<file path="src/hdl/l2vn_pkg.sv">
package l2vn_pkg;

    // Defaults for the top-level parameters
    localparam int MAX_DIM_DEF      = 2048;
    localparam int ELEMENT_BITS_DEF = 24;

    // Fixed field widths
    localparam int ELEM_W   = 24;
    localparam int INDEX_W  = 11;
    localparam int CFG_W    = 12;
    localparam int VALUE_W  = 32;
    localparam int STATUS_W = 2;

    // Arithmetic widths
    localparam int MAG_W  = ELEM_W;         // |element|, holds 2^(ELEM_W-1)
    localparam int SQ_W   = 2 * ELEM_W;     // exact square
    localparam int SUM_W  = 57;             // saturating sum of squares, Q.32
    localparam int NORM_W = 29;             // floor(sqrt(sum)), Q.16
    localparam int FRAC_W = 30;             // quotient fraction bits, Q1.30
    localparam int QUO_W  = FRAC_W + 1;     // quotient magnitude never exceeds 2^30

    localparam logic [CFG_W-1:0] VLEN_RESET = 12'd2048;

    // Response and load status codes
    typedef enum logic [STATUS_W-1:0] {
        ST_OK        = 2'd0,
        ST_MISMATCH  = 2'd1,
        ST_OVERFLOW  = 2'd2,
        ST_NOT_READY = 2'd3
    } status_t;

    // Sequencer states, one-hot
    typedef enum logic [5:0] {
        S_IDLE = 6'b000001,
        S_ACC  = 6'b000010,
        S_SQRT = 6'b000100,
        S_RD   = 6'b001000,
        S_DIV  = 6'b010000,
        S_PUSH = 6'b100000
    } state_t;

endpackage

</file>
<file path="src/hdl/l2vn_sqrt.sv">
module l2vn_sqrt (
    input  logic                        clk,
    input  logic                        rst_n,
    input  logic                        start,
    input  logic [l2vn_pkg::SUM_W-1:0]  radicand,
    output logic [l2vn_pkg::NORM_W-1:0] root,
    output logic                        done
);

    import l2vn_pkg::*;

    localparam int RAD_W = 2 * NORM_W;
    localparam int ITW   = $clog2(NORM_W);

    logic              busy_reg, busy_next;
    logic              done_reg, done_next;
    logic [ITW-1:0]    it_reg, it_next;
    logic [RAD_W-1:0]  rad_reg, rad_next;
    logic [NORM_W:0]   rem_reg, rem_next;
    logic [NORM_W-1:0] root_reg, root_next;
    logic [NORM_W+2:0] rem_sh, trial, diff;
    logic              fits;

    // Digit-by-digit root: two radicand bits in, one root bit out per cycle
    always_comb
    begin
        rem_sh    = {rem_reg, rad_reg[RAD_W-1 -: 2]};
        trial     = {1'b0, root_reg, 2'b01};
        diff      = rem_sh - trial;
        fits      = (rem_sh >= trial);
        busy_next = busy_reg;
        done_next = 1'b0;
        it_next   = it_reg;
        rad_next  = rad_reg;
        rem_next  = rem_reg;
        root_next = root_reg;
        if (start)
        begin
            busy_next = 1'b1;
            it_next   = '0;
            rad_next  = RAD_W'(radicand);
            rem_next  = '0;
            root_next = '0;
        end
        else if (busy_reg)
        begin
            rad_next  = rad_reg << 2;
            rem_next  = fits ? diff[NORM_W:0] : rem_sh[NORM_W:0];
            root_next = {root_reg[NORM_W-2:0], fits};
            it_next   = it_reg + 1'b1;
            if (it_reg == ITW'(NORM_W - 1))
            begin
                busy_next = 1'b0;
                done_next = 1'b1;
            end
        end
    end

    always_ff @(posedge clk or negedge rst_n)
    begin
        if (!rst_n)
        begin
            busy_reg <= 1'b0;
            done_reg <= 1'b0;
            it_reg   <= '0;
        end
        else
        begin
            busy_reg <= busy_next;
            done_reg <= done_next;
            it_reg   <= it_next;
        end
    end

    always_ff @(posedge clk)
    begin
        rad_reg  <= rad_next;
        rem_reg  <= rem_next;
        root_reg <= root_next;
    end

    assign root = root_reg;
    assign done = done_reg;

endmodule

</file>
<file path="config.mk">
export PLATFORM = sky130hd
export DESIGN_NAME = l2vn_sqrt
export DESIGN_NICKNAME = d
export VERILOG_FILES = /design/src/hdl/l2vn_pkg.sv /design/src/hdl/l2vn_sqrt.sv
export SDC_FILE = /design/constraint.sdc
export NUM_CORES = 1
export LEC_CHECK = 0
export ABC_AREA = 1
export ABC_CLOCK_PERIOD_IN_PS = 3190
export CORE_ASPECT_RATIO = 1.25
export CORE_UTILIZATION = 45
export CTS_CLUSTER_DIAMETER = 60
export DETAILED_ROUTE_END_ITERATION = 8
export DONT_BUFFER_PORTS = 1
export GPL_ROUTABILITY_DRIVEN = 0
export PLACE_DENSITY = 0.69
export SYNTH_ARGS = -nofsm -noshare
export SYNTH_HDL_FRONTEND = slang
export SYNTH_SLANG_ARGS = --single-unit
export TNS_END_PERCENT = 20
</file>
<file path="constraint.sdc">
create_clock -name clk -period 3.19 [get_ports clk]
set_clock_uncertainty 0.2 [all_clocks]
set_input_delay 0.319 -clock clk [delete_from_list [all_inputs] [get_ports clk]]
set_output_delay 0.319 -clock clk [all_outputs]
set_load 0.005 [all_outputs]
</file>
Word level (Yosys, flattened, before mapping):

Cells that the tools add are included.
Widths: inputs -> output; s select.

* output and inout bits: 30
* word-level logic and storage cells: 23
* bits of input ports: 60
* register bits: 124

* order comparisons: 1
* $add $sub $neg: 2
* equal/unequal tests: 1
* reductions and logical operators: 1
* mux-type cells: 11

Operators by type and width (count)
* $mux 57: 2
* $ge 32x31->1: 1
* $mux 30: 1
* $sub 30x30->30: 1
* $mux 5: 2
* $mux 1: 6
* $add 5x1->5 const B: 1
* $eq 5x5->1 const B: 1
* $reduce_bool 2->1: 1

Longest topological paths before layout:

* word-level depth: 4
* depth in mapped cells: 16
* mapped depth without buffers: 16

Worst setup path before layout:

Ideal clock, no wire load.

* kind: input to register
* start point: input start
* end point: register rad_reg[0], enable pin
* arrival time: 2516 ps
* path buffers: 2
* stages on the path: 4
* library setup time: 444 ps
* required time: 2546 ps
* path slack: 31 ps
* cell sequence: clkbuf_1 > nor2_1 > inv_1 > clkbuf_1

* cells in the longest elaborated chain, start to end: 1

RTL lines
* from (decl): RTL line l2vn_sqrt.sv:4 `input logic start,`
* $reduce_bool 2->1 (no line)
* to (signal assigned): RTL line l2vn_sqrt.sv:77 `rad_reg <= rad_next;`
* to (decl): RTL line l2vn_sqrt.sv:18 `logic [RAD_W-1:0] rad_reg, rad_next;`

No other way between the ends.
A chain may end at the register's enable or synchronous reset.

Worst setup path in the final report:

* start point: register root_reg[6] (netlist: root[6])
* end point: register rem_reg[22]

* cells in the longest elaborated chain, start to end: 2
* elaborated cells between the ends (all ways): 3
* classes of those cells: 1 x add/sub; 1 x order compare; 1 x mux

RTL lines
* from (decl): RTL line l2vn_sqrt.sv:20 `logic [NORM_W-1:0] root_reg, root_next;`
* from (signal assigned): RTL line l2vn_sqrt.sv:79 `root_reg <= root_next;`
* $sub 30x30->30 or $ge 32x31->1 (tied branches): RTL line l2vn_sqrt.sv:29, l2vn_sqrt.sv:30
* $mux 30 (*): RTL line l2vn_sqrt.sv:48 `rem_next = fits ? diff[NORM_W:0] : rem_sh[NORM_W:0];`
* to (signal assigned): RTL line l2vn_sqrt.sv:78 `rem_reg <= rem_next;`
* to (decl): RTL line l2vn_sqrt.sv:19 `logic [NORM_W:0] rem_reg, rem_next;`

Every way passes the cells marked *; elsewhere a longest branch is shown, timed or not.

==> impl_metrics.json <==
{
  "status": "complete, no violations",
  "yosysTopAreaCellShare": 0.260,
  "synth_area_leaders": "nand2_1, edfxtp_1, dfxtp_1",
  "yosys_warnings": 0,
  "die_w_um": 116,
  "crit_top_cell": "nand2_1",
  "synth_ff_type": "dfxtp_1",
  "min_period_over_period": 0.877,
  "grt_pass1_wl_um": 30900,
  "first_pass_iters": 5,
  "place_ws_ps": 365,
  "stdcell_area_um2": 8730,
  "wl_per_cell_um": 13.8,
  "setup_viol": 0,
  "cp-end-kind": "flip-flop",
  "ctsHtreeMaxLevel": 4,
  "clk_pin_slew_ps": 60,
  "fillers": 1523,
  "crit_arrival_ps": 2920,
  "worstMarginPinSlew_ps": 721,
  "synth_top_area_cell": "nand2_1",
  "rows": 51,
  "syn-instance-count": 1075,
  "crit_fanout": 31,
  "dp_hpwl_um": 12600,
  "synth_edf_count": 57,
  "critPathRequiredTime_ps": 3310,
  "postRouteWirelength_um": 18800,
  "ant_nets": 0,
  "maxCapViolations": 0,
  "track_usage": 0.235,
  "drt-vias-per-instance": 4.97,
  "port_buffers": 0,
  "via_count": 6728,
  "synth_nets": 1168,
  "p_total_mw": 8.08,
  "start_kind": "flip-flop",
  "drive_above_1_share": 0.0542,
  "cts_num_sinks": 124,
  "die_area_um2": 16900,
  "p_leak_nw": 4.52,
  "setup-tns-final_ps": 0,
  "area_growth_syn_to_layout_pct": 18.5,
  "cts_tree": "yes",
  "path_buf_inv": 2,
  "drtIter0Drc": 375,
  "synth_seq_cells": 124,
  "cp_top_family": "simple AND/OR/NAND/NOR gates",
  "cts-root-buf": "clkbuf_16",
  "slowest_delay_ps": 350,
  "min_period_ps": 2800,
  "post_cts_buffers": 0,
  "drcViolationCount": 0,
  "ir_drop_uv": 523,
  "async_flop_share": 0.0565,
  "synth_area_per_cell_um2": 6.85,
  "die_y_um": 145,
  "slowest_stage": "dfxtp_1",
  "grt_max_degree": 61,
  "hp-class": "primary input to async pin",
  "worstPathCellList": "inv_1 > ha_1 > nand2_1 > nor2_1 > nand2_1 > clkinv_1 > nand3_1 > nand3_2 > nand2_4 > nand2_4 > nand2_2 > nand2_1 > nand2_1 > nand2_1",
  "grt-ovfl-total": 0,
  "hold_violations": 0,
  "initial_utilization": 0.467,
  "path_class": "flip-flop to flip-flop",
  "p_per_area_nw_per_um2": 926,
  "core_um2": 15800,
  "drv_slew": 0,
  "synth_cell_types": 34,
  "rsz0062_at_grt": "no",
  "antenna_cells": 0,
  "clock.fmax_mhz": 357,
  "syn-cell-area_um2": 7370,
  "dpl_cell_area_um2": 7550,
  "clkLatencyLatePin_ps": 430,
  "synth_seq_area_share": 0.419,
  "max-slew-margin-rel": 0.520,
  "largest_register_ffs": 58,
  "antenna_found_initial": 0,
  "worst-path-stages": 14,
  "grt_pass1_vias": 6743,
  "setup_slack_ps": 392,
  "max-clock-path-buffers": 2,
  "cts_buffers": 17,
  "ios": 90,
  "nets": 1223,
  "r2r_cells": 14
}
-- synthesized netlist by cell type, types with 2 or more instances --
| cell type | number |
|---|---|
| nand2_1 | 510 |
| inv_1 | 147 |
| nand3_1 | 67 |
| dfxtp_1 | 60 |
| edfxtp_1 | 57 |
| nor2_1 | 46 |
| ha_1 | 33 |
| o22ai_1 | 28 |
| a21oi_1 | 22 |
| clkbuf_1 | 16 |
| xor2_1 | 10 |
| o21ai_0 | 8 |
| dfrtp_1 | 7 |
| buf_1 | 6 |
| buf_2 | 6 |
| nand4_1 | 6 |
| nand2_2 | 5 |
| nand3b_1 | 5 |
| nor2_2 | 4 |
| nor3_1 | 4 |
| o21bai_1 | 4 |
| and2_1 | 3 |
| buf_6 | 3 |
| inv_2 | 3 |
| a21oi_2 | 2 |
| and3_1 | 2 |
| nand2_4 | 2 |
| nor2_4 | 2 |
| o21ai_1 | 2 |
-- repair_timing --
action / in CTS / in global routing
hold buffers: 59 / 0
resized for setup: 0 / 0
endpoints found under the setup margin: 0 / 0
endpoints found under the hold margin: 67 / 0
-- worst reg2reg max path, cell delays in order (launching register included) --
cell,delay (ps)
dfxtp_1,350
inv_1,90
ha_1,360
nand2_1,140
nor2_1,80
nand2_1,80
clkinv_1,110
nand3_1,130
nand3_2,100
nand2_4,270
nand2_4,300
nand2_2,290
nand2_1,70
nand2_1,80
nand2_1,50
-- cell type report --
cell class,instances,area (µm²),area share
tap,212,265,0.0304
inverter,151,568,0.0651
clock buffer,17,425,0.0487
clock inverter,15,154,0.0176
sequential,124,3090,0.354
timing repair buffer,67,661,0.0757
multi-input combinational,769,3570,0.409
-- layer usage --
layer  GRT usage  vias up  part of all wire
met4       0.115        0             0.034
met3      0.0551       43             0.047
met1       0.258     3042              0.41
li1            -     3464                 -
met5           0        -                 0
met2       0.414      179              0.51
-- worst paths after layout --
path,startpoint,endpoint,slack (ps)
max,root[6],rem_reg[22],390
min,rst_n,done,20
max reg2reg,root[6],rem_reg[22],390
min reg2reg,rem_reg[22],rem_reg[22],270
max in group asynchronous,rst_n,it_reg[2],2530
min in group clk,start,it_reg[4],50
-- power by group --
group          switching [mW]  leakage, nW  total (mW)  internal, mW
logic                    2.71         3.04        4.13          1.42
clock network           0.795        0.276        1.89          1.10
registers               0.147         1.21        2.06          1.91
total                    3.65         4.52        8.08          4.43
-- stage by stage --
stage	hold slack (ps)	instances	utilization
6_report	20.4	1355	0.554
5_1_grt	50.2	1355	0.554
4_1_cts	15.4	1355	0.554
3_5_place_dp	-176	1264	0.479
3_3_place_gp	-176	1264	0.479
2_1_floorplan	-177	1075	-
-- logic make-up after synthesis --
kind of cell             count (synthesis)  share of synthesized area
adder cells (fa/ha/maj)                 33                     0.0560
flip-flops                             124                      0.419
buffers and inverters                  182                     0.0968
AO/OA/AOI/OAI                           66                     0.0520
XOR/XNOR                                11                     0.0131
AND/OR/NAND/NOR                        659                      0.363
-- cells in the final DEF, fill, tap and decap left out, types with 2 or more instances in the layout --
master	count
a21oi_1	22
a21oi_2	2
and2_1	3
and3_1	2
buf_4	8
clkbuf_16	17
clkinv_1	2
clkinv_4	2
clkinvlp_4	3
dfrtp_1	7
dfxtp_1	60
dlygate4sd3_1	58
edfxtp_1	57
ha_1	33
inv_1	146
inv_2	3
inv_6	4
inv_8	4
nand2_1	510
nand2_2	5
nand2_4	2
nand3_1	67
nand3b_1	5
nand4_1	6
nor2_1	44
nor2_2	6
nor2_4	2
nor3_1	4
o21ai_0	8
o21ai_1	2
o21bai_1	4
o22ai_1	28
xor2_1	10
(Power assumes the default switching activity.)
