==> src/hdl/l2vn_pkg.sv <==
package l2vn_pkg;

    // Defaults for the top-level parameters
    localparam int MAX_DIM_DEF      = 2048;
    localparam int ELEMENT_BITS_DEF = 24;

    // Fixed field widths
    localparam int ELEM_W   = 24;
    localparam int INDEX_W  = 11;
    localparam int CFG_W    = 12;
    localparam int VALUE_W  = 32;
    localparam int STATUS_W = 2;

    // Arithmetic widths
    localparam int MAG_W  = ELEM_W;         // |element|, holds 2^(ELEM_W-1)
    localparam int SQ_W   = 2 * ELEM_W;     // exact square
    localparam int SUM_W  = 57;             // saturating sum of squares, Q.32
    localparam int NORM_W = 29;             // floor(sqrt(sum)), Q.16
    localparam int FRAC_W = 30;             // quotient fraction bits, Q1.30
    localparam int QUO_W  = FRAC_W + 1;     // quotient magnitude never exceeds 2^30

    localparam logic [CFG_W-1:0] VLEN_RESET = 12'd2048;

    // Response and load status codes
    typedef enum logic [STATUS_W-1:0] {
        ST_OK        = 2'd0,
        ST_MISMATCH  = 2'd1,
        ST_OVERFLOW  = 2'd2,
        ST_NOT_READY = 2'd3
    } status_t;

    // Sequencer states, one-hot
    typedef enum logic [5:0] {
        S_IDLE = 6'b000001,
        S_ACC  = 6'b000010,
        S_SQRT = 6'b000100,
        S_RD   = 6'b001000,
        S_DIV  = 6'b010000,
        S_PUSH = 6'b100000
    } state_t;

endpackage

==> src/hdl/l2vn_div.sv <==
module l2vn_div (
    input  logic                        clk,
    input  logic                        rst_n,
    input  logic                        start,
    input  logic [l2vn_pkg::MAG_W-1:0]  magnitude,
    input  logic [l2vn_pkg::NORM_W-1:0] divisor,
    output logic [l2vn_pkg::QUO_W-1:0]  quotient,
    output logic                        done
);

    import l2vn_pkg::*;

    localparam int NUM_W = MAG_W + FRAC_W;
    localparam int ITW   = $clog2(QUO_W);

    logic              busy_reg, busy_next;
    logic              done_reg, done_next;
    logic [ITW-1:0]    it_reg, it_next;
    logic [NORM_W-1:0] dvs_reg, dvs_next;
    logic [NORM_W-1:0] rem_reg, rem_next;
    logic [QUO_W-1:0]  low_reg, low_next;
    logic [QUO_W-1:0]  quo_reg, quo_next;
    logic [NUM_W-1:0]  num;
    logic [NORM_W:0]   rem_sh, diff;
    logic              ge;

    // Restoring division. The quotient fits QUO_W bits, so the top numerator
    // bits start out below the divisor and only QUO_W steps remain.
    always_comb
    begin
        num       = {magnitude, {FRAC_W{1'b0}}} + NUM_W'(divisor >> 1);
        rem_sh    = {rem_reg, low_reg[QUO_W-1]};
        diff      = rem_sh - {1'b0, dvs_reg};
        ge        = (rem_sh >= {1'b0, dvs_reg});
        busy_next = busy_reg;
        done_next = 1'b0;
        it_next   = it_reg;
        dvs_next  = dvs_reg;
        rem_next  = rem_reg;
        low_next  = low_reg;
        quo_next  = quo_reg;
        if (start)
        begin
            busy_next = 1'b1;
            it_next   = '0;
            dvs_next  = divisor;
            rem_next  = NORM_W'(num[NUM_W-1:QUO_W]);
            low_next  = num[QUO_W-1:0];
            quo_next  = '0;
        end
        else if (busy_reg)
        begin
            rem_next = ge ? diff[NORM_W-1:0] : rem_sh[NORM_W-1:0];
            low_next = low_reg << 1;
            quo_next = {quo_reg[QUO_W-2:0], ge};
            it_next  = it_reg + 1'b1;
            if (it_reg == ITW'(QUO_W - 1))
            begin
                busy_next = 1'b0;
                done_next = 1'b1;
            end
        end
    end

    always_ff @(posedge clk or negedge rst_n)
    begin
        if (!rst_n)
        begin
            busy_reg <= 1'b0;
            done_reg <= 1'b0;
            it_reg   <= '0;
        end
        else
        begin
            busy_reg <= busy_next;
            done_reg <= done_next;
            it_reg   <= it_next;
        end
    end

    always_ff @(posedge clk)
    begin
        dvs_reg <= dvs_next;
        rem_reg <= rem_next;
        low_reg <= low_next;
        quo_reg <= quo_next;
    end

    assign quotient = quo_reg;
    assign done     = done_reg;

endmodule

==> config.mk <==
export PLATFORM = sky130hd
export DESIGN_NAME = l2vn_div
export DESIGN_NICKNAME = d
export VERILOG_FILES = /design/src/hdl/l2vn_pkg.sv /design/src/hdl/l2vn_div.sv
export SDC_FILE = /design/constraint.sdc
export NUM_CORES = 1
export LEC_CHECK = 0
export BUFFER_PORTS_ARGS = -buffer_cell sky130_fd_sc_hd__buf_4
export CORE_MARGIN = 10
export CORE_UTILIZATION = 53
export DETAILED_ROUTE_END_ITERATION = 8
export GPL_ROUTABILITY_DRIVEN = 0
export PLACE_DENSITY = 0.84
export SYNTH_ARGS = -nofsm -noshare
export SYNTH_HDL_FRONTEND = slang
export SYNTH_SLANG_ARGS = --single-unit
==> constraint.sdc <==
create_clock -name clk -period 3 [get_ports clk]
set_input_delay 0.75 -clock clk [delete_from_list [all_inputs] [get_ports clk]]
set_output_delay 0.75 -clock clk [all_outputs]
set_load 0.005 [all_outputs]
# Word-level counts from Yosys, hierarchy flattened
# Index checks and enable logic that the tools add are counted.
[totals]
ff_bits = 127
out_inout_bits = 32
[classes]
add_sub_neg = 3
magnitude_cmp = 1
n_eq_ne = 1
n_mux = 13
reduce_logical = 1
[op_table]
columns = ["cell", "n"]
rows = [
  ["31-bit two-way mux", 2],
  ["54-bit by 28-bit adder with 54-bit output", 1],
  ["23-bit two-way mux", 2],
  ["30-bit by 29-bit greater-or-equal comparator with 1-bit output", 1],
  ["29-bit two-way mux", 1],
  ["29-bit subtractor", 1],
  ["5-bit two-way mux", 2],
  ["1-bit two-way mux", 6],
  ["5-bit by 1-bit adder with 5-bit output (second input constant)", 1],
  ["5-bit equality test (second input constant)", 1],
  ["2-bit nonzero test", 1],
]

# Logic depth before layout (Yosys ltp)
# Gate-level depths: netlist of run 1.
[depth]
ltp_word = 4
ltp_mapped = 13

# Worst setup path before layout of run 1
# Ideal clock, no wire load.
[synth_path]
kind = "register -> register"
startpoint = "register dvs_reg[0]"
endpoint = "register rem_reg[7], data pin"
setup_ps = 271
arrival_ps = 2566
path_slack_ps = 163
path_stages_with_launch = 13
synth_period_minus_slack_ps = 2837
cell_sequence = "edfxtp_1 -> ha_1 -> fa_1 -> nand2b_1 -> a211oi_2 -> o311ai_1 -> a21oi_2 -> a21oi_4 -> o21a_4 -> buf_6 -> and2_0 -> a311oi_1 -> a21oi_1"
[synth_between]
elab_chain_len = 4
word_cells_on_any_way = 5
classes_between = "1 x add/sub; 1 x order compare; 3 x mux"
[synth_lines]
columns = ["element", "line_no", "source"]
rows = [
  ["start, declared", "l2vn_div.sv:19", "logic [NORM_W-1:0] dvs_reg, dvs_next;"],
  ["start signal, assigned", "l2vn_div.sv:83", "dvs_reg <= dvs_next;"],
  ["29-bit subtractor or 30-bit by 29-bit greater-or-equal comparator with 1-bit output (tied branches)", "l2vn_div.sv:33, l2vn_div.sv:34", ""],
  ["29-bit two-way mux (*)", "l2vn_div.sv:53", "rem_next = ge ? diff[NORM_W-1:0] : rem_sh[NORM_W-1:0];"],
  ["23-bit two-way mux (*)", "l2vn_div.sv:51", "else if (busy_reg)"],
  ["23-bit two-way mux (*)", "l2vn_div.sv:42", "if (start)"],
  ["net rem_next[7]", "l2vn_div.sv:20", "logic [NORM_W-1:0] rem_reg, rem_next;"],
  ["end signal, assigned", "l2vn_div.sv:84", "rem_reg <= rem_next;"],
  ["end, declared", "l2vn_div.sv:20", ""],
]
# Mark *: on every way through the listed nets, which the timed path passes. The rest lies on a longest branch. The select of a mux whose other input is x is not followed.
# A chain may end at the register's enable or synchronous reset.

# Final worst setup path of run 1
[layout_path]
startpoint = "register low_reg[30]"
endpoint = "register rem_reg[7], data pin"
[layout_between]
elab_chain_len = 4
word_cells_on_any_way = 5
classes_between = "1 x add/sub; 1 x order compare; 3 x mux"
[layout_lines]
columns = ["element", "line_no", "source"]
rows = [
  ["start, declared", "l2vn_div.sv:21", "logic [QUO_W-1:0] low_reg, low_next;"],
  ["start signal, assigned", "l2vn_div.sv:85", "low_reg <= low_next;"],
  ["29-bit subtractor or 30-bit by 29-bit greater-or-equal comparator with 1-bit output (tied branches)", "l2vn_div.sv:33, l2vn_div.sv:34", ""],
  ["29-bit two-way mux (*)", "l2vn_div.sv:53", ""],
  ["23-bit two-way mux (*)", "l2vn_div.sv:51", ""],
  ["23-bit two-way mux (*)", "l2vn_div.sv:42", ""],
  ["net rem_next[7]", "l2vn_div.sv:20", ""],
]
# Marks and branches as above.

==> results of run 1 <==
==> cells by family after synthesis <==
family,count (synthesis),synth area share (%)
and+or+nand+nor,152,10.3
adders and majority gates,32,6.04
xor gates and xnor gates,28,3.63
AOI/OAI and AO/OA,131,13.6
DFF,127,50.5
buffers and inverters,80,4.87
muxes,70,11.1
==> cells in the mapped netlist, types with 4 or more instances <==
library cell	instances	area (µm²)
clkbuf_1	17	63.8
o21ai_1	9	45.0
dfrtp_1	7	175
edfxtp_1	83	2490
nand2_1	31	116
inv_1	48	180
a211oi_1	13	97.6
mux2i_1	31	310
xor2_1	13	114
nand3_1	5	25.0
dfxtp_1	37	741
nor2_1	69	259
a21o_1	14	105
buf_1	8	30.0
o21ai_0	8	40.0
nand2b_1	9	56.3
mux2_2	39	439
nand4_1	9	56.3
nor3_1	5	25.0
a21oi_1	50	250
xnor2_1	15	131
ha_1	31	388
nor2b_1	4	25.0
==> final timing paths <==
path,from,endpoint,slack (ns),cells after the start
hold reg to reg,quotient[30]$_SDFFE_PP0P_,quotient[30]$_SDFFE_PP0P_,0.49,2
hold / removal,rst_n,it_reg[3]$_DFFE_PN0P_,0.13,1
max in group asynchronous,rst_n,busy_reg$_DFF_PN0_,2.74,1
setup / recovery,low_reg[30]$_DFFE_PP_,rem_reg[7]$_DFFE_PP_,0.05,12
min in group clk,quotient[30]$_SDFFE_PP0P_,quotient[30]$_SDFFE_PP0P_,0.49,2
setup reg to reg,low_reg[30]$_DFFE_PP_,rem_reg[7]$_DFFE_PP_,0.05,12
==> metrics by stage <==
stage,setup slack (ns),total power [µW],cell area [µm²],util (%),hold WS (ns)
3_3_place_gp,0.119,5140,7630,60.7,0.479
5_1_grt,-0.0731,7950,8360,66.5,0.119
4_1_cts,0.0119,7310,8230,65.5,0.112
2_1_floorplan,0.163,4540,6750,-,0.454
3_5_place_dp,-0.0193,5270,7630,60.7,0.481
6_report,0.0530,7540,8360,66.5,0.127
==> critical path, delay by kind of cell (launching register included) <==
| kind | cells | cell delay, ns |
|---|---|---|
| compound gates | 7 | 1.35 |
| fa+ha+maj | 2 | 0.54 |
| flops | 1 | 0.37 |
| simple gates | 2 | 0.35 |
| buf+inv | 1 | 0.06 |
==> final cells by class <==
cell class              instances  area (µm²)  share of cell area (%)
inverters                      48         180                    2.16
clock inverters                 8        53.8                   0.644
repair buffers                108         877                    10.5
clock buffers                  24         507                    6.06
flip-flops and latches        127        3410                    40.8
well taps                     172         215                    2.57
multi-input cells             413        3120                    37.3
==> what timing repair did <==
item / 4_1_cts / 5_1_grt
resized for setup: 3 / 16
endpoints found under the setup margin: 5 / 23
buffers inserted: 3 / 5
hold buffers: 0 / 0
hold endpoints to repair: 0 / 0
pin swaps: 4 / 7
==> power by group through the flow <==
stage	Sequential (µW)	Clock [µW]	Combinational (µW)
after detailed placement	2380	0	2890
after floorplan	2320	0	2220
after CTS	2350	1960	3000
after global routing	2390	2040	3530
after global placement	2360	0	2770
final	2360	1940	3240
==> per-layer routing <==
metal | vias to the layer above | global-route usage [%] | part of all wire [%]
met5 | - | 0 | 0
met4 | 0 | 6.05 | 2.3
met3 | 36 | 4.84 | 5.9
met2 | 181 | 29.4 | 50
met1 | 2379 | 20.6 | 42
li1 | 2410 | - | -
==> out/metrics.csv, run 1 <==
metric,value,unit
dr.pass1.iters,5,
io_pins,88,
internal_power,4810,µW
setup_viol,0,
vias,5006,
critPathLaunchType,register,
diodes,0,
dp.cells,860,
antenna_found_initial,0,
grt_pass1_wl,25.1,mm
hold_class,in2async,
rows,41,
clockRootBuffer,clkbuf_16,
cp_slowest_cell,edfxtp_1,
vdd_drop_max,0.000397,V
timing.final.crit_period,2.95,ns
grt_pass1_vias,5155,
maxSlewHeadroom,63.7,%
syn_area,6750,µm²
wire_per_inst,17.6,µm
seq_power_share,31.4,%
start_util,53.7,%
avgViaCountPerCell,5.56,
die_h,133,µm
grt_overflow,0,
period_share,98.2,%
fmax,0.339,GHz
grt_max_degree,79,
cts-buffers-inserted,17,
ys_seq_area_share,50.5,%
final_cell_mix,"102 x buf_4, 83 x edfxtp_1, 68 x nor2_1, 48 x inv_1, 48 x a21oi_1",
yosys_most_used_dff,edfxtp_1,
die_width,133,µm
clk_path_buf_depth,2,
dieArea,17700,µm²
leakage,0.00374,µW
ys_types,61,
drive_gt1_share,29.1,%
grt_setup_unrepaired,true,
drc,0,
hold_viol_final,0,
final-max-slew-violation-count,0,
synth_nets,708,
synth_edf_count,83,
cts_tree,done,
arrival,3.10,ns
cap_violations,0,
grt.total_usage,17.4,%
tightest_slew,0.544,ns
path_clk_slew,0.06,ns
fin_tns_setup,0,ns
critPathKind,reg2reg,
power_frac_comb,42.9,%
cp-end-kind,register,
antenna_left,0,
nFillCells,884,
htreeDepth,4,
instances_no_fill,900,
switching_share,36.2,%
synth_cells,620,
p_sw,2730,µW
cp_max_fo,7,
required,3.15,ns
mostFrequentLayoutCell,buf_4,
cpPeakStageDelay,0.37,ns
path_cells,inv_1 -> ha_2 -> fa_2 -> nand2b_4 -> a211oi_4 -> o311ai_2 -> a21oi_2 -> a21oi_4 -> o21a_4 -> and2_0 -> a311oi_1 -> a21oi_1,
totalWireLength,15.9,mm
area_delta_synth_final,23.7,%
ys_seq_elements,127,
status,"complete, no violations",
cts.sink_count,127,
dr.first_iter.drc_count,355,
finalNetCount,803,
ys_warn_count,0,
clock_latency,0.42,ns
skew,0.00888,ns
io_buffers,87,
hpwlAfterDp,10.6,mm
core_area,12600,µm²
synth-async-reset-ratio,5.51,%
synth.avg_cell_area,10.9,µm²
p_per_area,902,nW/µm²
clkPwrFrac,25.7,%
Note: power is estimated with default switching activity, not from simulation.
==> run 2, diff against run 1 <==
Settings changed: ABC_AREA from default to 1, CELL_PAD_IN_SITES_DETAIL_PLACEMENT from default to 0, CELL_PAD_IN_SITES_GLOBAL_PLACEMENT from default to 1, CORE_UTILIZATION 53 to 43, PLACE_DENSITY 0.84 to 0.87.
Clock period 3 ns to 3.3 ns, I/O delays scaled along.
==> run 2 against run 1 <==
Die area up 30%. Wire length up 20%. Power down 9.9%. Worst hold slack better by 0.091 ns. Count of clock-buffer cells in the layout down 5. Setup slack better by 0.60 ns. Area after synthesis up 11%. Clock skew up 0.0015 ns. Critical path type unchanged. Largest cell class unchanged.
==> out/metrics.csv, run 2 <==
metric,value,unit,change
yosys_most_used_dff,edfxtp_1,,unchanged
cpPeakStageDelay,0.40,ns,was 0.37 ns
start_util,43.5,%,was 53.7%
synth.avg_cell_area,7.59,µm²,was 10.9 µm²
ys_seq_elements,127,,unchanged
grt_pass1_wl,30.7,mm,was 25.1 mm
syn_area,7470,µm²,was 6750 µm²
cp_max_fo,25,,was 7
wire_per_inst,14.6,µm,was 17.6 µm
core_area,17200,µm²,was 12600 µm²
switching_share,39.8,%,was 36.2%
power_frac_comb,42.0,%,was 42.9%
synth_top_cell_area_share,33.4,%,was 36.9%
path_clk_slew,0.06,ns,about the same
postLayoutSetupSlackWorst,0.648,ns,was 0.0530 ns
clkPwrFrac,27.0,%,was 25.7%
path_cells,ha_1 -> fa_1 -> inv_1 -> nand3_1 -> nand2_2 -> nand2_1 -> nand2_1 -> nand2_1 -> nand3_2 -> nand2_2 -> nand2_1 -> buf_12 -> nand2_1 -> nand3_1 -> nand2_1,,was inv_1 -> ha_2 -> fa_2 -> nand2b_4 -> a211oi_4 -> o311ai_2 -> a21oi_2 -> a21oi_4 -> o21a_4 -> and2_0 -> a311oi_1 -> a21oi_1
area_delta_synth_final,19.1,%,was 23.7%
drc,0,,unchanged
cts_tree,done,,unchanged
leakage,0.00450,µW,was 0.00374 µW
seq_power_share,31.0,%,was 31.4%
cts-buffers-inserted,17,,unchanged
synth_edf_count,83,,unchanged
htreeDepth,4,,unchanged
synth_common_cells,"387 x nand2_1, 173 x inv_1, 83 x edfxtp_1, 58 x nand3_1",,"was 83 x edfxtp_1, 69 x nor2_1, 50 x a21oi_1, 48 x inv_1, 39 x mux2_2"
grt_setup_unrepaired,false,,was true
avgViaCountPerCell,4.77,,was 5.56
clk_path_buf_depth,2,,unchanged
synth_cells,984,,was 620
maxSlewHeadroom,40.0,%,was 63.7%
rows,48,,was 41
required,3.47,ns,was 3.15 ns
cp-end-kind,register,,unchanged
fin_total_pwr,6790,µW,was 7540 µW
ctsResizeCount,0,,was 3
synth.most_common_cell,nand2_1,,was edfxtp_1
antenna_left,0,,unchanged
muxShareOfSynthArea,0,%,was 11.1%
cp_slowest_cell,fa_1,,was edfxtp_1
vdd_drop_max,0.000416,V,was 0.000397 V
ys_warn_count,0,,unchanged
ys_seq_area_share,45.7,%,was 50.5%
setup_viol,0,,unchanged
synth_compound_area_share,4.36,%,was 13.6%
fin_tns_setup,0,ns,unchanged
nFillCells,1669,,was 884
dieArea,23000,µm²,was 17700 µm²
critPathKind,reg2reg,,unchanged
status,"complete, no violations",,unchanged
hpwlAfterDp,14.3,mm,was 10.6 mm
synth_xor_area_share,1.53,%,was 3.63%
drive_gt1_share,14.4,%,was 29.1%
ys_types,33,,was 61
synth_area_leaders,"edfxtp_1 33%, nand2_1 19%, dfxtp_1 9.9%",,"was edfxtp_1 37%, dfxtp_1 11%, mux2_2 6.5%"
grt_pass1_vias,6106,,was 5155
clockRootBuffer,clkbuf_16,,unchanged
dr.pass1.iters,5,,unchanged
p_sw,2700,µW,was 2730 µW
hold_class,in2async,,unchanged
clock_latency,0.42,ns,about the same
cap_violations,0,,unchanged
p_per_area,764,nW/µm²,was 902 nW/µm²
timing.final.crit_period,2.65,ns,was 2.95 ns
grt.total_usage,17.0,%,was 17.4%
crit_path_frequent_cell,nand2_1,,
cts_setup_buffers,0,,was 3
synth_top_family_by_area,simple AND/OR/NAND/NOR gates,,was compound AO/OA/AOI/OAI gates
arrival,2.82,ns,was 3.10 ns
totalWireLength,19.1,mm,was 15.9 mm
io_pins,88,,unchanged
antenna_found_initial,0,,unchanged
yosysTopAreaCell,edfxtp_1,,unchanged
synth_nets,1072,,was 708
synth_fa_ha_area_share,5.46,%,was 6.04%
grt_max_degree,69,,was 79
die_width,152,µm,was 133 µm
critPathLaunchType,register,,unchanged
cts.sink_count,127,,unchanged
synth-async-reset-ratio,5.51,%,unchanged
tightest_slew,0.898,ns,was 0.544 ns
vias,6230,,was 5006
final-max-slew-violation-count,0,,unchanged
finalNetCount,1157,,was 803
mostFrequentLayoutCell,nand2_1,,was buf_4
internal_power,4090,µW,was 4810 µW
hold_viol_final,0,,unchanged
skew,0.0104,ns,was 0.00888 ns
whs,0.219,ns,was 0.127 ns
dr.first_iter.drc_count,463,,was 355
cts_hold_buffers,0,,unchanged
synth_simple_gate_area_share,31.7,%,was 10.3%
fmax,0.377,GHz,was 0.339 GHz
period_share,80.4,%,was 98.2%
grt_overflow,0,,unchanged
pre_cts_ws,0.664,ns,was -0.0193 ns
final_cell_mix,"387 x nand2_1, 172 x inv_1, 93 x buf_4, 83 x edfxtp_1, 58 x nand3_1",,"was 102 x buf_4, 83 x edfxtp_1, 68 x nor2_1, 48 x inv_1, 48 x a21oi_1"
io_buffers,87,,unchanged
die_h,152,µm,was 133 µm
diodes,0,,unchanged
## run 2: cell types whose count changed after synthesis, moves of 13 or more
cell	delta
mux2_2	-39
nand2_1	+356
nand3b_1	+21
a211oi_1	-13
a21o_1	-14
o22ai_1	+29
inv_1	+125
mux2i_1	-31
nor2_1	-32
a21oi_1	-33
nand3_1	+53
## run 2: kinds of logic after synthesis
group / after synthesis
adder cells (fa/ha/maj): 32
buffers and inverters: 207
XOR/XNOR: 13
AO/OA/AOI/OAI: 56
AND/OR/NAND/NOR: 549
flip-flops: 127
## run 2: metrics by stage
stage,cell area (µm²),std cells,utilization (%)
floorplan,7470,984,-
global placement,8310,1275,48.4
detailed placement,8310,1275,48.4
CTS,8890,1307,51.8
global route,8890,1307,51.8
finish,8890,1307,51.8
## run 2: layer usage
layer	vias up	track usage, %	routed length, µm
met5	-	0	0
met4	0	4.39	219
met3	13	3.50	779
met2	139	25.8	8580
met1	2813	24.0	9510
li1	3265	-	-
## run 2: cell type report
type | count | area (µm²) | area share, %
repair buffers | 95 | 738 | 8.30
well taps | 225 | 282 | 3.17
multi-input cells | 650 | 3210 | 36.1
inverters | 178 | 669 | 7.53
flip-flops and latches | 127 | 3410 | 38.3
clock buffers | 19 | 464 | 5.22
clock inverters | 13 | 116 | 1.31
## run 2: power by group through the flow
stage                     clock network (µW)  registers (µW)  logic (µW)
after detailed placement                   0            2130        2810
after global routing                    1950            2140        3240
after global placement                     0            2130        2820
after floorplan                            0            2080        2180
final                                   1830            2110        2850
after CTS                               1870            2110        2830
## run 2: final timing paths
path | startpoint | endpoint | slack [ns] | cells after the start
worst min-delay path | rst_n | it_reg[1]$_DFFE_PN0P_ | 0.22 | 1
worst max-delay path | dvs_reg[0]$_DFFE_PP_ | rem_reg[1]$_DFFE_PP_ | 0.65 | 15
min in group clk | quotient[30]$_SDFFE_PP0P_ | quotient[30]$_SDFFE_PP0P_ | 0.48 | 2
max in group asynchronous | rst_n | it_reg[0]$_DFFE_PN0P_ | 2.95 | 1
worst max register to register | dvs_reg[0]$_DFFE_PP_ | rem_reg[1]$_DFFE_PP_ | 0.65 | 15
worst min register to register | quotient[30]$_SDFFE_PP0P_ | quotient[30]$_SDFFE_PP0P_ | 0.48 | 2
## run 2: critical path: cells and delay by family (launching register included)
kind / cells / cell delay (ns)
buffers and inverters: 2 / 0.31
DFF: 1 / 0.38
adders and majority gates: 2 / 0.64
and+or+nand+nor: 11 / 1.05
==> run 3, diff against run 2 <==
Clock period 3.3 ns to 2.6 ns, I/O delays scaled along.
==> run 3 against run 2 <==
Flip-flop and latch count unchanged. First-iteration DRC count increased by 2.2%. Via count increased by 2.3%. Final cell count increased by 1.1%. Count of clock-buffer cells in the layout increased by 1.
==> out/metrics.csv, run 3 (synthesis results as in run 2) <==
metric,value,unit,change
status,"complete, no violations",,unchanged
required,2.77,ns,was 3.47 ns
htreeDepth,4,,unchanged
cts.sink_count,127,,unchanged
clockRootBuffer,clkbuf_16,,unchanged
hold_viol_final,0,,unchanged
fin_tns_setup,0,ns,unchanged
cap_violations,0,,unchanged
hold_class,in2async,,unchanged
grt_pass1_wl,31.1,mm,was 30.7 mm
instances_no_fill,1322,,was 1307
rr_worst_depth,15,,unchanged
path_clk_slew,0.06,ns,about the same
core_area,17200,µm²,unchanged
critPathKind,reg2reg,,unchanged
mostFrequentLayoutCell,nand2_1,,unchanged
dpl_cell_area,8420,µm²,was 8310 µm²
path_cells,inv_1 -> ha_1 -> nand2_1 -> inv_1 -> nand2_1 -> nand2_1 -> inv_1 -> nand2_1 -> nand2_1 -> nand3_2 -> nand2_2 -> buf_6 -> nand3b_1 -> nand3_1 -> nand2_1,,was ha_1 -> fa_1 -> inv_1 -> nand3_1 -> nand2_2 -> nand2_1 -> nand2_1 -> nand2_1 -> nand3_2 -> nand2_2 -> nand2_1 -> buf_12 -> nand2_1 -> nand3_1 -> nand2_1
arrival,2.58,ns,was 2.82 ns
period_share,92.5,%,was 80.4%
cts_tree,done,,unchanged
io_buffers,87,,unchanged
final-max-slew-violation-count,0,,unchanged
vias,6374,,was 6230
grt_pass1_vias,6281,,was 6106
cp_max_fo,24,,was 25
grt_overflow,0,,unchanged
maxSlewHeadroom,76.2,%,was 40.0%
die_width,152,µm,unchanged
critPathLaunchType,register,,unchanged
rows,48,,unchanged
totalWireLength,19.3,mm,was 19.1 mm
antenna_left,0,,unchanged
finalNetCount,1172,,was 1157
reg2reg_to,rem_reg[2]$_DFFE_PP_,,was rem_reg[1]$_DFFE_PP_
grt.total_usage,17.2,%,was 17.0%
final_cell_mix,"385 x nand2_1, 172 x inv_1, 104 x buf_4, 83 x edfxtp_1, 58 x nand3_1",,"was 387 x nand2_1, 172 x inv_1, 93 x buf_4, 83 x edfxtp_1, 58 x nand3_1"
area_delta_synth_final,20.9,%,was 19.1%
clk_path_buf_depth,2,,unchanged
grt_setup_unrepaired,false,,unchanged
crit_path_frequent_cell,nand2_1,,unchanged
p_per_area,965,nW/µm²,was 764 nW/µm²
fmax,0.416,GHz,was 0.377 GHz
cp-end-kind,register,,unchanged
cp_slowest_cell,edfxtp_1,,was fa_1
rr_startpoint,dvs_reg[13]$_DFFE_PP_,,was dvs_reg[0]$_DFFE_PP_
dp.cells,1288,,was 1275
skew,0.0115,ns,was 0.0104 ns
cts-buffers-inserted,17,,unchanged
avgViaCountPerCell,4.82,,was 4.77
io_pins,88,,unchanged
hpwlAfterDp,14.6,mm,was 14.3 mm
critPathLaunch,dvs_reg[13]$_DFFE_PP_,,was dvs_reg[0]$_DFFE_PP_
die_h,152,µm,unchanged
dieArea,23000,µm²,unchanged
dr.first_iter.drc_count,473,,was 463
cpPeakStageDelay,0.37,ns,was 0.40 ns
postLayoutCellArea,9020,µm²,was 8890 µm²
start_util,43.5,%,unchanged
diodes,0,,unchanged
timing.final.crit_period,2.40,ns,was 2.65 ns
dr.pass1.iters,5,,unchanged
drive_gt1_share,15.9,%,was 14.4%
clock_latency,0.43,ns,was 0.42 ns
vdd_drop_max,0.000577,V,was 0.000416 V
cts_hold_buffers,0,,unchanged
antenna_found_initial,0,,unchanged
grt_max_degree,75,,was 69
leakage,0.00458,µW,was 0.00450 µW
r2r_setup_slack,0.20,ns,was 0.65 ns
drc,0,,unchanged
tightest_slew,0.357,ns,was 0.898 ns
wire_per_inst,14.6,µm,about the same
setup_viol,0,,unchanged
## run 3: report_power, final
part / leakage (µW) / switching, µW / internal (µW)
registers: 0.00127 / 168 / 2510
logic: 0.00303 / 2310 / 1440
clock network: 0.000276 / 957 / 1320
## run 3: metrics by stage
stage / util, % / hold slack [ns] / setup WS [ns] / total power [µW]
floorplan: - / 0.354 / 0.364 / 5410
global placement: 49.0 / 0.442 / 0.184 / 6370
detailed placement: 49.0 / 0.457 / 0.0267 / 6360
CTS: 52.3 / 0.0194 / 0.0219 / 8660
global route: 52.5 / 0.0226 / 0.0119 / 9390
finish: 52.5 / 0.0291 / 0.196 / 8710
## run 3: worst max-delay path: cells and delay by family (launching register included)
family / cells / cell delay, ns
AND/OR/NAND/NOR: 10 / 0.95
buffers and inverters: 4 / 0.52
flip-flops: 1 / 0.37
adder cells (fa/ha/maj): 1 / 0.30
## run 3: per-layer routing
metal | GRT usage, % | routed length, µm | up-vias | share of wire, %
li1 | - | - | 3310 | -
met1 | 23.8 | 9360 | 2889 | 49
met2 | 26.2 | 8600 | 155 | 45
met3 | 3.68 | 998 | 20 | 5.2
met4 | 5.53 | 297 | 0 | 1.5
met5 | 0 | 0 | - | 0
## run 3: layout make-up
| type | instances | area, µm² |
|---|---|---|
| inverters | 178 | 669 |
| clock inverters | 12 | 96.3 |
| repair buffers | 110 | 878 |
| flip-flops and latches | 127 | 3410 |
| multi-input cells | 650 | 3220 |
| well taps | 225 | 282 |
| fillers | 1650 | 8150 |
| clock buffers | 20 | 468 |
## run 3: worst max path at each step
stage	endpoint	slack (ns)
finish	rem_reg[2]$_DFFE_PP_	0.20
global route	rem_reg[0]$_DFFE_PP_	0.01
CTS	rem_reg[10]$_DFFE_PP_	0.02
detailed placement	rem_reg[10]$_DFFE_PP_	0.03
global placement	rem_reg[12]$_DFFE_PP_	0.18
floorplan	rem_reg[19]$_DFFE_PP_	0.36
## run 3: what timing repair did
action / 4_1_cts / 5_1_grt
buffers inserted: 0 / 2
endpoints found under the setup margin: 0 / 24
gates resized for setup: 0 / 8
